### config.mk
export PLATFORM = sky130hd
export DESIGN_NAME = packet_pattern_classifier_top
export DESIGN_NICKNAME = d
export VERILOG_FILES = /design/src/hdl/ppc_pkg.sv /design/src/hdl/ppc_front.sv /design/src/hdl/ppc_link.sv /design/src/hdl/ppc_back.sv /design/src/hdl/packet_pattern_classifier_top.sv
export VERILOG_INCLUDE_DIRS = /design/src /design/src/hdl
export SDC_FILE = /design/constraint.sdc
export NUM_CORES = 1
export LEC_CHECK = 0
export ABC_AREA = 1
export BUFFER_PORTS_ARGS = -buffer_cell sky130_fd_sc_hd__buf_2
export CELL_PAD_IN_SITES_DETAIL_PLACEMENT = 0
export CELL_PAD_IN_SITES_GLOBAL_PLACEMENT = 1
export CORE_ASPECT_RATIO = 2
export CORE_MARGIN = 5
export CORE_UTILIZATION = 25
export DETAILED_ROUTE_END_ITERATION = 16
export PLACE_DENSITY_LB_ADDON = 0.1
export REMOVE_ABC_BUFFERS = 1
export SLEW_MARGIN = 15
export SYNTH_ARGS = -nofsm -noshare
export SYNTH_HDL_FRONTEND = slang
export SYNTH_SLANG_ARGS = --single-unit
### constraint.sdc
create_clock -name clk -period 3.9 [get_ports clk]
set_input_delay 0.39 -clock clk [delete_from_list [all_inputs] [get_ports clk]]
set_output_delay 0.39 -clock clk [all_outputs]
set_load 0.02 [all_outputs]
### src/hdl/assert_macros.svh
// assertion macros used by the top-level rtl file
`ifndef ASSERT_MACROS_SVH
`define ASSERT_MACROS_SVH

`ifndef ASSERT_OFF

// property must hold at every clock edge out of reset
`define PPC_ASSERT(name, clk_sig, rst_sig, prop) \
    name: assert property (@(posedge clk_sig) disable iff (!rst_sig) (prop)) \
        else $error("assertion failed");

// condition must never be seen at a clock edge out of reset
`define PPC_NEVER(name, clk_sig, rst_sig, cond) \
    name: assert property (@(posedge clk_sig) disable iff (!rst_sig) !(cond)) \
        else $error("forbidden condition seen");

`else

`define PPC_ASSERT(name, clk_sig, rst_sig, prop)
`define PPC_NEVER(name, clk_sig, rst_sig, cond)

`endif

`endif

### src/hdl/ppc_pkg.sv
// shared types, constants and pattern field helpers of the packet pattern classifier
`default_nettype none

package ppc_pkg;

    localparam int MAX_PACKET    = 64;
    localparam int PATTERN_BYTES = 6;
    localparam int QUEUE_DEPTH   = 8;
    localparam int COMMAND_BITS  = 8;

    localparam int NPAT      = 5;
    localparam int PAT_W     = 60;
    localparam int OFF_W     = 6;
    localparam int LEN_W     = 3;
    localparam int BYTE_W    = 8;
    localparam int POS_W     = $clog2(MAX_PACKET + 1);
    localparam int SUM_W     = 8;
    localparam int SEL_W     = 3;
    localparam int CFG_IDX_W = 3;
    localparam int Q_IDX_W   = $clog2(QUEUE_DEPTH);
    localparam int COUNT_W   = $clog2(QUEUE_DEPTH + 1);
    localparam int LINK_DEPTH = 2;
    localparam int LINK_IDX_W = $clog2(LINK_DEPTH);
    localparam int LINK_CNT_W = $clog2(LINK_DEPTH + 1);

    localparam int P_DEV = 0;
    localparam int P_SUB = 1;
    localparam int P_OFF = 2;
    localparam int P_ON  = 3;
    localparam int P_RSP = 4;

    typedef logic [PAT_W-1:0] pattern_t;
    typedef logic [NPAT-1:0][PAT_W-1:0] pat_array_t;

    typedef enum logic [1:0] {
        ACT_BYTE = 2'd0,
        ACT_PUSH = 2'd1,
        ACT_POP  = 2'd2,
        ACT_ACK  = 2'd3
    } action_t;

    typedef enum logic [2:0] {
        KIND_NONE    = 3'd0,
        KIND_VERDICT = 3'd1,
        KIND_POPPED  = 3'd2,
        KIND_NO_CMD  = 3'd3,
        KIND_DROPPED = 3'd4
    } kind_t;

    typedef enum logic [2:0] {
        VERD_BUSY     = 3'd0,
        VERD_NOT_ADDR = 3'd1,
        VERD_OFF      = 3'd2,
        VERD_ON       = 3'd3,
        VERD_OTHER    = 3'd4
    } verdict_t;

    // decoded item handed from front to back
    typedef struct packed {
        action_t                 action;
        logic                    last;
        logic [COMMAND_BITS-1:0] cmd;
        logic [NPAT-1:0]         matched;
    } op_t;

    typedef struct packed {
        kind_t                   kind;
        verdict_t                verdict;
        logic [COMMAND_BITS-1:0] cmd;
        logic                    pending;
        logic                    resp;
        logic [COUNT_W-1:0]      count;
    } res_t;

    function automatic logic [OFF_W-1:0] pat_off(input pattern_t p);
        return p[53:48];
    endfunction

    function automatic logic [LEN_W-1:0] pat_len(input pattern_t p);
        logic [LEN_W-1:0] n;
        n = p[56:54];
        return (n > LEN_W'(PATTERN_BYTES)) ? LEN_W'(PATTERN_BYTES) : n;
    endfunction

    function automatic logic [BYTE_W-1:0] pat_byte(input pattern_t p, input logic [SEL_W-1:0] i);
        logic [BYTE_W-1:0] b;
        b = '0;
        for (int j = 0; j < PATTERN_BYTES; j++)
        begin
            if (i == SEL_W'(j))
            begin
                b = p[BYTE_W*j +: BYTE_W];
            end
        end
        return b;
    endfunction

    function automatic logic pat_and(input pattern_t p);
        return p[57];
    endfunction

    function automatic logic pat_inv(input pattern_t p);
        return p[58];
    endfunction

    function automatic logic pat_en(input pattern_t p);
        return p[59];
    endfunction

endpackage

`default_nettype wire

### src/hdl/ppc_front.sv
// front part: byte tracking and on-the-fly pattern matching, item decode
`default_nettype none

module ppc_front (
    input  wire logic                        clk,
    input  wire logic                        rst_n,
    input  wire logic                        accept,
    input  wire logic [1:0]                  action,
    input  wire logic [ppc_pkg::BYTE_W-1:0]  data_byte,
    input  wire logic                        last_byte,
    input  wire logic [ppc_pkg::COMMAND_BITS-1:0] command_id,
    input  wire ppc_pkg::pat_array_t         patterns,
    output ppc_pkg::op_t                     op
);
    import ppc_pkg::*;

    logic [POS_W-1:0] pos_reg, pos_next;
    logic [NPAT-1:0]  exact_ok_reg, exact_ok_next;
    logic [NPAT-1:0]  mask_hit_reg, mask_hit_next;
    logic [NPAT-1:0]  ok_new, mh_new, matched;
    logic             in_range;
    logic [SUM_W-1:0] size_s;

    assign in_range = pos_reg < POS_W'(MAX_PACKET);
    assign size_s   = SUM_W'(pos_reg) + SUM_W'(in_range);

    always_comb
    begin
        logic [OFF_W-1:0]  off;
        logic [LEN_W-1:0]  len;
        logic              and_m;
        logic              inv;
        logic [SUM_W-1:0]  pos_s;
        logic [SUM_W-1:0]  off_s;
        logic [SUM_W-1:0]  end_s;
        logic [SEL_W-1:0]  rel;
        logic [BYTE_W-1:0] v;
        logic              any;
        logic              miss;
        logic              hit;
        for (int k = 0; k < NPAT; k++)
        begin
            off   = pat_off(patterns[k]);
            len   = pat_len(patterns[k]);
            and_m = pat_and(patterns[k]);
            inv   = pat_inv(patterns[k]);
            pos_s = SUM_W'(pos_reg);
            off_s = SUM_W'(off);
            end_s = off_s + SUM_W'(len);
            rel   = SEL_W'(pos_s - off_s);
            miss  = in_range && !and_m && (pos_s >= off_s) && (pos_s < end_s)
                    && (pat_byte(patterns[k], rel) != data_byte);
            v   = data_byte & pat_byte(patterns[k], SEL_W'(0));
            any = 1'b0;
            for (int i = 1; i < PATTERN_BYTES; i++)
            begin
                if ((LEN_W'(i) < len) && (v == pat_byte(patterns[k], SEL_W'(i))))
                begin
                    any = 1'b1;
                end
            end
            hit = in_range && and_m && (pos_s == off_s) && (len != '0)
                  && ((len == LEN_W'(1)) ? (v != '0) : any);
            ok_new[k] = exact_ok_reg[k] & ~miss;
            mh_new[k] = mask_hit_reg[k] | hit;
            if (!and_m)
            begin
                matched[k] = ((end_s <= size_s) && ok_new[k]) ^ inv;
            end
            else
            begin
                matched[k] = (len != '0) && (size_s > off_s) && (mh_new[k] ^ inv);
            end
        end
    end

    always_comb
    begin
        pos_next      = pos_reg;
        exact_ok_next = exact_ok_reg;
        mask_hit_next = mask_hit_reg;
        if (accept && (action_t'(action) == ACT_BYTE))
        begin
            if (last_byte)
            begin
                pos_next      = '0;
                exact_ok_next = '1;
                mask_hit_next = '0;
            end
            else
            begin
                pos_next      = in_range ? pos_reg + 1'b1 : pos_reg;
                exact_ok_next = ok_new;
                mask_hit_next = mh_new;
            end
        end
    end

    always_ff @(posedge clk or negedge rst_n)
    begin
        if (!rst_n)
        begin
            pos_reg      <= '0;
            exact_ok_reg <= '1;
            mask_hit_reg <= '0;
        end
        else
        begin
            pos_reg      <= pos_next;
            exact_ok_reg <= exact_ok_next;
            mask_hit_reg <= mask_hit_next;
        end
    end

    always_comb
    begin
        op.action  = action_t'(action);
        op.last    = last_byte;
        op.cmd     = command_id;
        op.matched = matched;
    end

endmodule

`default_nettype wire

### src/hdl/ppc_link.sv
// short item queue between front and back
`default_nettype none

module ppc_link (
    input  wire logic         clk,
    input  wire logic         rst_n,
    input  wire logic         push,
    input  wire ppc_pkg::op_t push_op,
    output logic              full,
    input  wire logic         pop,
    output logic              head_valid,
    output ppc_pkg::op_t      head_op
);
    import ppc_pkg::*;

    op_t                   entry_reg [LINK_DEPTH];
    logic [LINK_IDX_W-1:0] rd_reg, rd_next;
    logic [LINK_IDX_W-1:0] wr_reg, wr_next;
    logic [LINK_CNT_W-1:0] cnt_reg, cnt_next;

    assign full       = cnt_reg == LINK_CNT_W'(LINK_DEPTH);
    assign head_valid = cnt_reg != '0;
    assign head_op    = entry_reg[rd_reg];

    always_comb
    begin
        rd_next  = rd_reg;
        wr_next  = wr_reg;
        cnt_next = cnt_reg;
        if (push)
        begin
            wr_next = (wr_reg == LINK_IDX_W'(LINK_DEPTH - 1)) ? '0 : wr_reg + 1'b1;
        end
        if (pop)
        begin
            rd_next = (rd_reg == LINK_IDX_W'(LINK_DEPTH - 1)) ? '0 : rd_reg + 1'b1;
        end
        if (push && !pop)
        begin
            cnt_next = cnt_reg + 1'b1;
        end
        else if (pop && !push)
        begin
            cnt_next = cnt_reg - 1'b1;
        end
    end

    always_ff @(posedge clk or negedge rst_n)
    begin
        if (!rst_n)
        begin
            rd_reg  <= '0;
            wr_reg  <= '0;
            cnt_reg <= '0;
        end
        else
        begin
            rd_reg  <= rd_next;
            wr_reg  <= wr_next;
            cnt_reg <= cnt_next;
        end
    end

    always_ff @(posedge clk)
    begin
        if (push)
        begin
            entry_reg[wr_reg] <= push_op;
        end
    end

endmodule

`default_nettype wire

### src/hdl/ppc_back.sv
// back part: verdict, command fifo, pending and response flags, result register
`default_nettype none

module ppc_back (
    input  wire logic              clk,
    input  wire logic              rst_n,
    input  wire logic              op_valid,
    input  wire ppc_pkg::op_t      op,
    output logic                   op_pop,
    input  wire logic [ppc_pkg::NPAT-1:0] enable,
    output logic                   res_valid,
    input  wire logic              res_stall,
    output ppc_pkg::res_t          res
);
    import ppc_pkg::*;

    logic [COMMAND_BITS-1:0] fifo_mem [QUEUE_DEPTH];
    logic [Q_IDX_W-1:0]      head_reg, head_next;
    logic [Q_IDX_W-1:0]      tail_reg, tail_next;
    logic [COUNT_W-1:0]      fill_reg, fill_next;
    logic                    tx_reg, tx_next;
    logic                    rx_reg, rx_next;
    logic                    wr_en;
    logic                    valid_reg, valid_next;
    res_t                    res_reg, res_next;

    assign op_pop = op_valid && (!valid_reg || !res_stall);

    always_comb
    begin
        head_next        = head_reg;
        tail_next        = tail_reg;
        fill_next        = fill_reg;
        tx_next          = tx_reg;
        rx_next          = rx_reg;
        wr_en            = 1'b0;
        res_next         = res_reg;
        res_next.kind    = KIND_NONE;
        res_next.verdict = VERD_BUSY;
        res_next.cmd     = '0;
        unique case (op.action)
            ACT_BYTE:
            begin
                if (op.last)
                begin
                    res_next.kind = KIND_VERDICT;
                    if (tx_reg)
                    begin
                        res_next.verdict = VERD_BUSY;
                    end
                    else
                    begin
                        rx_next = enable[P_RSP] && op.matched[P_RSP];
                        if (!op.matched[P_DEV])
                        begin
                            res_next.verdict = VERD_NOT_ADDR;
                        end
                        else if (enable[P_SUB] && !op.matched[P_SUB])
                        begin
                            res_next.verdict = VERD_NOT_ADDR;
                        end
                        else if (enable[P_OFF] && op.matched[P_OFF])
                        begin
                            res_next.verdict = VERD_OFF;
                        end
                        else if (enable[P_ON] && op.matched[P_ON])
                        begin
                            res_next.verdict = VERD_ON;
                        end
                        else
                        begin
                            res_next.verdict = VERD_OTHER;
                        end
                    end
                end
            end
            ACT_PUSH:
            begin
                tx_next = 1'b1;
                if (fill_reg >= COUNT_W'(QUEUE_DEPTH))
                begin
                    res_next.kind = KIND_DROPPED;
                end
                else
                begin
                    wr_en     = 1'b1;
                    tail_next = (tail_reg == Q_IDX_W'(QUEUE_DEPTH - 1)) ? '0 : tail_reg + 1'b1;
                    fill_next = fill_reg + 1'b1;
                end
            end
            ACT_POP:
            begin
                if (enable[P_RSP] && !rx_reg)
                begin
                    res_next.kind = KIND_NO_CMD;
                end
                else
                begin
                    rx_next = 1'b0;
                    if (fill_reg == '0)
                    begin
                        res_next.kind = KIND_NO_CMD;
                    end
                    else
                    begin
                        res_next.kind = KIND_POPPED;
                        res_next.cmd  = fifo_mem[head_reg];
                        head_next = (head_reg == Q_IDX_W'(QUEUE_DEPTH - 1)) ? '0 : head_reg + 1'b1;
                        fill_next = fill_reg - 1'b1;
                    end
                end
            end
            ACT_ACK:
            begin
                tx_next = fill_reg != '0;
            end
        endcase
        res_next.pending = tx_next;
        res_next.resp    = rx_next;
        res_next.count   = fill_next;
    end

    always_comb
    begin
        valid_next = valid_reg;
        if (!valid_reg || !res_stall)
        begin
            valid_next = op_valid;
        end
    end

    always_ff @(posedge clk or negedge rst_n)
    begin
        if (!rst_n)
        begin
            head_reg  <= '0;
            tail_reg  <= '0;
            fill_reg  <= '0;
            tx_reg    <= 1'b0;
            rx_reg    <= 1'b0;
            valid_reg <= 1'b0;
        end
        else
        begin
            valid_reg <= valid_next;
            if (op_pop)
            begin
                head_reg <= head_next;
                tail_reg <= tail_next;
                fill_reg <= fill_next;
                tx_reg   <= tx_next;
                rx_reg   <= rx_next;
            end
        end
    end

    always_ff @(posedge clk)
    begin
        if (op_pop)
        begin
            res_reg <= res_next;
            if (wr_en)
            begin
                fifo_mem[tail_reg] <= op.cmd;
            end
        end
    end

    assign res_valid = valid_reg;
    assign res       = res_reg;

endmodule

`default_nettype wire

### src/hdl/packet_pattern_classifier_top.sv
// an accepted item is written into the link queue; its result is then registered in the result register of the back
// throughput: one item per cycle while in_stall is low; a two-item queue parts the matching front from the back
// the result register holds one item while out_stall is high, the queue takes up to two more
// reset: asynchronous, clears patterns, matching state, command fifo pointers and flags
// top level of the packet pattern classifier
`default_nettype none
`include "assert_macros.svh"

module packet_pattern_classifier_top (
    input  wire logic                             clk,
    input  wire logic                             rst_n,
    input  wire logic                             in_valid,
    output logic                                  in_stall,
    input  wire logic [1:0]                       action,
    input  wire logic [ppc_pkg::BYTE_W-1:0]       data_byte,
    input  wire logic                             last_byte,
    input  wire logic [ppc_pkg::COMMAND_BITS-1:0] command_id,
    output logic                                  out_valid,
    input  wire logic                             out_stall,
    output logic [2:0]                            kind,
    output logic [2:0]                            verdict,
    output logic [ppc_pkg::COMMAND_BITS-1:0]      command_out,
    output logic                                  pending_flag,
    output logic                                  response_seen,
    output logic [ppc_pkg::COUNT_W-1:0]           queue_count,
    input  wire logic                             cfg_valid,
    output logic                                  cfg_ready,
    input  wire logic [ppc_pkg::CFG_IDX_W-1:0]    cfg_index,
    input  wire logic [ppc_pkg::PAT_W-1:0]        cfg_data
);
    import ppc_pkg::*;

    pat_array_t      pat_reg;
    logic [NPAT-1:0] enable;
    logic            accept;
    op_t             front_op;
    op_t             head_op;
    logic            link_full;
    logic            head_valid;
    logic            head_pop;
    res_t            res;

    assign cfg_ready = 1'b1;

    always_ff @(posedge clk or negedge rst_n)
    begin
        if (!rst_n)
        begin
            pat_reg <= '0;
        end
        else if (cfg_valid && (cfg_index < CFG_IDX_W'(NPAT)))
        begin
            pat_reg[cfg_index] <= cfg_data;
        end
    end

    always_comb
    begin
        for (int k = 0; k < NPAT; k++)
        begin
            enable[k] = pat_en(pat_reg[k]);
        end
    end

    assign in_stall = link_full;
    assign accept   = in_valid && !link_full;

    ppc_front u_front (
        .clk        (clk),
        .rst_n      (rst_n),
        .accept     (accept),
        .action     (action),
        .data_byte  (data_byte),
        .last_byte  (last_byte),
        .command_id (command_id),
        .patterns   (pat_reg),
        .op         (front_op)
    );

    ppc_link u_link (
        .clk        (clk),
        .rst_n      (rst_n),
        .push       (accept),
        .push_op    (front_op),
        .full       (link_full),
        .pop        (head_pop),
        .head_valid (head_valid),
        .head_op    (head_op)
    );

    ppc_back u_back (
        .clk       (clk),
        .rst_n     (rst_n),
        .op_valid  (head_valid),
        .op        (head_op),
        .op_pop    (head_pop),
        .enable    (enable),
        .res_valid (out_valid),
        .res_stall (out_stall),
        .res       (res)
    );

    assign kind          = res.kind;
    assign verdict       = res.verdict;
    assign command_out   = res.cmd;
    assign pending_flag  = res.pending;
    assign response_seen = res.resp;
    assign queue_count   = res.count;

    // queued commands keep the transmit pending flag up
    `PPC_ASSERT(a_pending_with_fill, clk, rst_n,
        out_valid && (queue_count != '0) |-> pending_flag)

    // busy verdict only while a transmit is pending
    `PPC_ASSERT(a_busy_needs_pending, clk, rst_n,
        out_valid && (kind == KIND_VERDICT) && (verdict == VERD_BUSY) |-> pending_flag)

    // verdict and command fields stay zero outside their own kinds
    `PPC_NEVER(a_stray_fields, clk, rst_n,
        out_valid && (((kind != KIND_VERDICT) && (verdict != VERD_BUSY))
        || ((kind != KIND_POPPED) && (command_out != '0))))

endmodule

`default_nettype wire
# After elaboration in Yosys (flattened, before gate mapping)
# Memories as Yosys holds them, arrays and structs flattened. A register that Yosys moved wholly into a read port is not among the register bits.
# Index checks and enable logic that the tools add are counted.
[op_classes] add_sub_neg=20 multipliers=0 div_mod_pow=0 magnitude_cmp=55 n_eq_ne=71 shift=0 muxes=109 bitwise=37 n_reduce_logical=134
[op_table] op="$bwmux 300" count=1
[op_table] op="$mux 8" count=30
[op_table] op="$eq 8x8->1" count=25
[op_table] op="$demux 60 s3" count=1
[op_table] op="$logic_and 1x1->1" count=92
[op_table] op="$mux 60" count=1
[op_table] op="$mux 1" count=48
[op_table] op="$mux 3" count=14
[op_table] op="$and 8x8->8" count=5
[op_table] op="$gt 8x6->1" count=5
[op_table] op="$le 8x8->1" count=5
[op_table] op="$ne 8x8->1" count=5
[op_table] op="$reduce_bool 8->1" count=5
[op_table] op="$eq 3x3->1 const B" count=12
[op_table] op="$add 6x3->7" count=5
[op_table] op="$eq 7x6->1" count=5
[op_table] op="$ge 7x6->1" count=5
[op_table] op="$lt 7x7->1" count=5
[op_table] op="$eq 3x1->1 const B" count=10
[op_table] op="$eq 3x2->1 const B" count=10
[op_table] op="$lt 2x3->1 const A" count=10
[op_table] op="$lt 3x3->1 const A" count=10
[op_table] op="$mux 4" count=4
[op_table] op="$gt 3x3->1 const B" count=5
[op_table] op="41 further kinds" count=108
[word_totals] reg_bits=346 latchBits=0 ram_bits=96 romBits=0 input_bits=87 output_inout_bits=23 elab_cells=452 memories=2
[memory_table] name="u_back.fifo_mem" words=8 width=8 read_ports=1 rd_ports_with_merged_regs=1 write_ports=1 line_no="ppc_back.sv:17" text="logic [COMMAND_BITS-1:0] fifo_mem [QUEUE_DEPTH];"
[memory_table] name="u_link.entry_reg" words=2 width=16 read_ports=1 rd_ports_with_merged_regs=0 write_ports=1 line_no="ppc_link.sv:16" text="op_t entry_reg [LINK_DEPTH];"

# Logic depth before layout (Yosys ltp)
# Gate-level depths: netlist of run 1.
[logic_depth] word_depth=15 ltp_mapped=24 mapped_depth_nobuf=24

# Modules after synthesis
# Synthesis of run 1 repeated with hierarchy kept, for this count alone.
[unflattened] hier_cells=3768 hier_area_um2=28478.6
[by_module_without_submodules] module="packet_pattern_classifier_top" instances=1 cells_each=1307 area_per_inst_um2=11648.7 seq_area_each_um2=7507.2
[by_module_without_submodules] module="ppc_front" instances=1 cells_each=2020 area_per_inst_um2=11265.8 seq_area_each_um2=431.7
[by_module_without_submodules] module="ppc_back" instances=1 cells_each=366 area_per_inst_um2=4151.5 seq_area_each_um2=2847.7
[by_module_without_submodules] module="ppc_link" instances=1 cells_each=75 area_per_inst_um2=1412.6 seq_area_each_um2=1061.0

# Worst setup path before layout of run 1
# No wires, ideal clock.
[synth_timing] path_type="register to register" from="register u_front.pos_reg[6]" to="memory u_link.entry_reg[0][1] (netlist bit), data pin" setup_ps=257 arrival_time_ps=3049 t_required_ps=3643 path_slack_ps=595 path_stages_with_launch=18 n_path_buf=2 synth_period_minus_slack_ps=3305 cell_sequence="dfrtp_1 clkbuf_1 inv_1 buf_2 ha_1 ha_1 xor2_1 inv_1 ha_1 nand2_1 inv_1 a221oi_1 o21ai_0 a21oi_1 o21a_1 nand3_1 nand3_1 nand2_1"
[synth_rtl] element="start, declared" line_no="ppc_front.sv:17" text="logic [POS_W-1:0] pos_reg, pos_next;"
[synth_rtl] element="start signal, assigned" line_no="ppc_front.sv:109" text="pos_reg <= pos_next;"
[synth_rtl] element="end, declared" line_no="ppc_link.sv:16"

==> flow_summary.json, run 1 <==
{
  "start_util_pct": 25.1,
  "synth-async-reset-ratio_pct": 74.2,
  "outcome": "finished clean",
  "grt_max_degree": 109,
  "root_buffer": "clkbuf_16",
  "dp_hpwl_mm": 103,
  "htreeDepth": 2,
  "pwr_density_cell_nw_per_um2": 759,
  "grtUsageTotal_pct": 22.2,
  "cp_cell_sequence": "inv_1 > ha_1 > fa_1 > inv_1 > nor2_1 > nand3_1 > nand3_1 > nand2_1 > nand3_1 > nand2_1 > nand2_1 > nand2_1 > nor2_1 > nand2_1 > nand2_1 > nand4_1 > nand3_1 > nand2_1",
  "critPathCaptureType": "flip-flop",
  "rsz0062_at_grt": "no",
  "placed_cell_area_um2": 30000,
  "path_max_fanout": 8,
  "finalCriticalPeriod_ns": 3.65,
  "hold_viol_final": 0,
  "ant_nets": 0,
  "die_area_um2": 116000,
  "drive_gt1_share_pct": 10.4,
  "synth_cells": 3470,
  "syn_avg_cell_area_um2": 7.83,
  "synth_area_leader_cell": "dfrtp_1",
  "path_class": "reg -> reg",
  "synth.cell_area_um2": 27200,
  "drv_cap": 0,
  "rows": 171,
  "synth_seq_cells": 449,
  "crit_path_start_kind": "flip-flop",
  "clk_pin_slew_worst_paths_ns": 0.07,
  "synth.area.top_cells": "dfrtp_1, nand2_1, edfxtp_1, o21ai_0, ha_1",
  "yosysWarnings": 0,
  "pwr-share-comb_pct": 50.6,
  "cts_buffers": 49,
  "final_common_cell": "nand2_1",
  "fin_area_um2": 31900,
  "io_buffer_count": 108,
  "clockBufferDepth": 3,
  "antenna_found_initial": 5,
  "min_path_type": "in -> reg",
  "clock_skew_ns": 0.0328,
  "io_pins": 110,
  "syn_to_final_growth_pct": 17.4,
  "clkPwrFrac_pct": 20.9,
  "clkLatencyLatePin_ns": 0.65,
  "gp_congestion": 0.879,
  "routedWlPerCell_um": 25.9,
  "tns_ns": 0,
  "hold_ws_ns": 0.0954,
  "leakage_nw": 15.3,
  "synth_edf_count": 116,
  "vias_per_cell": 4.76,
  "critPathRequiredTime_ns": 4.25,
  "setup_viol": 0,
  "clkSinkCount": 449,
  "largest_register_ffs": 295,
  "first_pass_iters": 5,
  "slowest_stage": "fa_1",
  "switching_share_pct": 46.5,
  "slew_violations": 0,
  "cts_tree": "built",
  "grt_pass1_vias": 25000,
  "vias": 24200,
  "internal_power_w": 0.0130,
  "nets": 3906,
  "first_iter_violations": 1330,
  "crit_path_max_incr_delay_ns": 0.62,
  "drc": 0,
  "vdd_drop_max_uv": 341,
  "r2r_slack_ns": 0.25,
  "max_clock_freq_mhz": 274,
  "yosys_most_used_dff": "dfrtp_1",
  "die_x_um": 243,
  "fin_crit_sh_pct": 93.6,
  "finalWirelength_mm": 131,
  "synth_cell_types": 50,
  "grt_pass1_wl_mm": 185,
  "ys_seq_area_share_pct": 43.5,
  "critical_path_arrival_ns": 4.00,
  "final_cell_mix": "nand2_1, o21ai_0, inv_1",
  "power_w": 0.0242,
  "die_h_um": 476,
  "core_um2": 108000,
  "seq_power_share_pct": 28.5,
  "synth_top_area_share_pct": 30.2,
  "grt_overflow_total": 0,
  "slew_headroom_pct": 32.1,
  "path_delay_family": "simple AND/OR/NAND/NOR gates",
  "crit_buf_inv": 2,
  "crit_top_cell": "nand2_1",
  "netSwitchingPower_w": 0.0113,
  "tightestPinTransition_ns": 1.02
}
area by class of cell:
class / count / area [um2]
Sequential cell: 449 / 11800
Timing Repair Buffer: 248 / 1730
Clock buffer: 66 / 1380
Multi-Input combinational cell: 2511 / 13400
Inverter: 400 / 1500
Clock inverter: 26 / 298
Antenna cell: 2 / 5.00
Tap cell: 1384 / 1730
Fill cell: 11900 / 76400
Yosys cell counts, types with 10 or more instances:
cell	number
a211oi_1	10
a21oi_1	107
a221oi_1	13
a31oi_1	13
buf_2	14
clkbuf_1	86
dfrtp_1	328
edfxtp_1	116
fa_1	10
ha_1	150
inv_1	391
nand2_1	966
nand3_1	219
nand4_1	62
nor2_1	213
nor3_1	31
nor4_1	21
o211ai_1	15
o21ai_0	427
o22ai_1	26
or2_2	25
xnor2_1	46
xor2_1	92
path summary, 6_finish.rpt:
| kind | startpoint | end | cells past startpoint |
|---|---|---|---|
| max in group asynchronous | rst_n | pat_reg[207]$_DFFE_PN0P_ | 4 |
| min | cfg_data[58] | pat_reg[238]$_DFFE_PN0P_ | 3 |
| min reg2reg | u_front.exact_ok_reg[2]$_DFFE_PN1P_ | u_front.exact_ok_reg[2]$_DFFE_PN1P_ | 2 |
| max reg2reg | u_front.pos_reg[0]$_DFFE_PN0P_ | u_link.entry_reg[0][4]$_DFFE_PP_ | 18 |
| max | u_front.pos_reg[0]$_DFFE_PN0P_ | u_link.entry_reg[0][4]$_DFFE_PP_ | 18 |
| min in group asynchronous | rst_n | u_back.head_reg[0]$_DFFE_PN0P_ | 2 |
metrics by stage:
step                      utilization (%)  worst slack (ns)  instances
after floorplan                         -             0.684       3360
after global placement               27.7             0.250       4978
after detailed placement             27.7             0.220       4978
after CTS                            29.4             0.193       5083
after global routing                 29.5            0.0240       5085
final                                29.5             0.248       5086
repair_timing:
item	4_1_cts	5_1_grt
hold buffers	13	0
buffers inserted	0	0
resized for setup	0	4
setup endpoints to repair	0	6
hold endpoints to repair	74	0
power groups by stage:
stage	Clock [W]	Sequential, W	Combinational (W)
finish	0.00507	0.00689	0.0123
CTS	0.00524	0.00690	0.0124
detailed placement	0	0.00699	0.0123
global placement	0	0.00699	0.0123
global route	0.00537	0.00700	0.0138
floorplan	0	0.00688	0.00745
cells by family after synthesis:
family	count (synthesis)	share of synthesized area, %
AND/OR/NAND/NOR	1565	24.3
AO/OA/AOI/OAI	647	12.9
buffers and inverters	510	7.24
flip-flops	449	43.5
adder cells (fa/ha/maj)	160	7.65
XOR/XNOR	138	4.45
other	1	0.0138
layer usage:
| metal | vias to the layer above | GRT usage, % | wire (um) |
|---|---|---|---|
| li1 | 11900 | - | - |
| met1 | 11700 | 21.2 | 44000 |
| met2 | 491 | 45.3 | 74900 |
| met3 | 220 | 2.03 | 3430 |
| met4 | 0 | 12.3 | 9190 |
| met5 | - | 0 | 0 |
worst reg2reg max path: cells and delay by family (launching register included):
kind	cells	cell delay [ns]
and+or+nand+nor	14	1.82
adders and majority gates	2	0.94
DFF	1	0.34
buffers and inverters	2	0.27
No activity file was read; power rests on OpenSTA's default activity.
==> run 2: changes to the inputs <==
CELL_PAD_IN_SITES_DETAIL_PLACEMENT = default   (was 0)
CELL_PAD_IN_SITES_GLOBAL_PLACEMENT = default   (was 1)
PLACE_DENSITY_LB_ADDON = default   (was 0.1)
==> run 2 against run 1 <==
Sequential share of layout area grew 0.56 points. Hold slack lost 0.043 ns. Die area is the same. Global-route usage shrank 2.7 points. Count of clock-buffer cells in the layout shrank 12. Maximum frequency grew 0.42%. Worst setup slack gained 0.015 ns. Sequential power grew 1%. Clock power is essentially flat. Critical path type unchanged. Largest cell class unchanged. Largest power group unchanged. Highest routed layer is now met5.
==> flow_summary.json, run 2 (same netlist as run 1, synthesis figures left out) <==
{
  "outcome": "finished clean",
  "nets": 3844,
  "vdd_drop_max_uv": 327,
  "reg2reg_from": "u_front.pos_reg[0]$_DFFE_PN0P_",
  "final_common_cell": "nand2_1",
  "syn_to_final_growth_pct": 15.7,
  "r2r_slack_ns": 0.26,
  "pwr_density_cell_nw_per_um2": 747,
  "critPathRequiredTime_ns": 4.26,
  "vias": 24800,
  "clock_skew_ns": 0.0421,
  "fin_crit_sh_pct": 93.2,
  "ant_nets": 0,
  "hold_viol_final": 0,
  "rsz0062_at_grt": "no",
  "worstRegToRegCells": 22,
  "finalWirelength_mm": 116,
  "max_clock_freq_mhz": 275,
  "rows": 171,
  "hold_ws_ns": 0.0526,
  "drc": 0,
  "tightestPinTransition_ns": 1.14,
  "setup_viol": 0,
  "slew_headroom_pct": 24.2,
  "cts_buffers": 47,
  "min_to": "u_link.entry_reg[0][13]$_DFFE_PP_",
  "clockBufferDepth": 3,
  "grt_overflow_total": 0,
  "die_h_um": 476,
  "leakage_nw": 15.0,
  "grt_max_degree": 121,
  "finalCriticalPeriod_ns": 3.64,
  "grt_pass1_vias": 25000,
  "core_um2": 108000,
  "die_area_um2": 116000,
  "num-fill-cells": 11700,
  "largest_register_ffs": 295,
  "slew_violations": 0,
  "critPathCaptureType": "flip-flop",
  "critical_path_arrival_ns": 4.00,
  "grtUsageTotal_pct": 19.5,
  "drv_cap": 0,
  "first_pass_iters": 9,
  "htreeDepth": 2,
  "gp_congestion": 1.03,
  "grt_pass1_wl_mm": 167,
  "hp-start": "last_byte",
  "drive_gt1_share_pct": 8.99,
  "crit_path_start_kind": "flip-flop",
  "io_pins": 110,
  "first_iter_violations": 1709,
  "die_x_um": 243,
  "placed_cell_area_um2": 29600,
  "routedWlPerCell_um": 23.1,
  "clk_pin_slew_worst_paths_ns": 0.06,
  "root_buffer": "clkbuf_16",
  "cts_tree": "built",
  "final_cell_mix": "nand2_1, o21ai_0, inv_1",
  "hold_depth": 1,
  "clkLatencyLatePin_ns": 0.64,
  "rr_endpoint": "u_link.entry_reg[1][1]$_DFFE_PP_",
  "postCtsSetupRepairBufs": 0,
  "min_path_type": "in -> reg",
  "clkSinkCount": 449,
  "postCtsHoldBufs": 12,
  "cts_resized": 0,
  "tns_ns": 0,
  "fin_area_um2": 31400,
  "vias_per_cell": 4.92,
  "dp_hpwl_mm": 91.3,
  "path_max_fanout": 8,
  "io_buffer_count": 108,
  "path_class": "reg -> reg",
  "start_util_pct": 25.1,
  "antenna_found_initial": 11
}
==> run 2: worst max path at each step <==
stage,start,endpoint,slack [ns],cells after the start
2_1_floorplan,u_front.pos_reg[1]$_DFFE_PN0P_,u_link.entry_reg[0][3]$_DFFE_PP_,0.68,18
3_3_place_gp,pat_reg[235]$_DFFE_PN0P_,u_link.entry_reg[0][3]$_DFFE_PP_,0.37,18
3_5_place_dp,u_front.pos_reg[0]$_DFFE_PN0P_,u_link.entry_reg[0][0]$_DFFE_PP_,0.31,20
4_1_cts,u_front.pos_reg[0]$_DFFE_PN0P_,u_link.entry_reg[0][0]$_DFFE_PP_,0.30,20
5_1_grt,u_front.pos_reg[0]$_DFFE_PN0P_,u_link.entry_reg[0][1]$_DFFE_PP_,0.04,19
6_report,u_front.pos_reg[0]$_DFFE_PN0P_,u_link.entry_reg[1][1]$_DFFE_PP_,0.26,22
==> run 2: final cells by class <==
class / count / area (um2) / share of cell area, %
inverters: 400 / 1500 / 4.78
diodes: 7 / 17.5 / 0.0557
well taps: 1384 / 1730 / 5.51
clock buffers: 54 / 1250 / 3.99
multi-input cells: 2511 / 13400 / 42.7
clock inverters: 34 / 450 / 1.43
flip-flops and latches: 449 / 11800 / 37.6
repair buffers: 188 / 1230 / 3.92
==> run 2: layer usage <==
layer  track usage (%)  routed length, um  up-vias
li1                  -                  -    11800
met1              17.2              36000    11600
met2              36.6              60400      923
met3              2.39               4840      480
met4              19.7              15100        2
met5                 0                 12        -
==> run 2: power by group <==
group / leakage [nW] / internal (W) / switching [W]
Sequential: 5.26 / 0.00600 / 0.000969
Clock: 0.826 / 0.00288 / 0.00217
Combinational: 8.95 / 0.00380 / 0.00766
==> run 2: per-stage QoR <==
stage	setup WS [ns]	cells	total power, W	util, %
2_1_floorplan	0.684	3360	0.0143	-
4_1_cts	0.300	5019	0.0236	29.0
3_5_place_dp	0.312	4919	0.0184	27.3
3_3_place_gp	0.374	4919	0.0183	27.3
6_report	0.263	5027	0.0235	29.0
5_1_grt	0.0410	5022	0.0253	29.0
==> run 2: critical path, cell delays in order, from the launching register on <==
cell	delay, ns
dfrtp_1	0.34
inv_1	0.18
buf_4	0.22
ha_1	0.20
fa_1	0.43
inv_1	0.08
nand2_1	0.12
nand2_2	0.14
inv_1	0.13
nand3_1	0.11
nand2_1	0.05
nor2_1	0.26
nand3_1	0.15
nand2_1	0.08
nand2_1	0.05
nand2_1	0.13
nand3_1	0.08
nor2_1	0.11
nand2_1	0.13
nand2_1	0.12
nand3_1	0.08
nand3_1	0.08
nand2_1	0.07
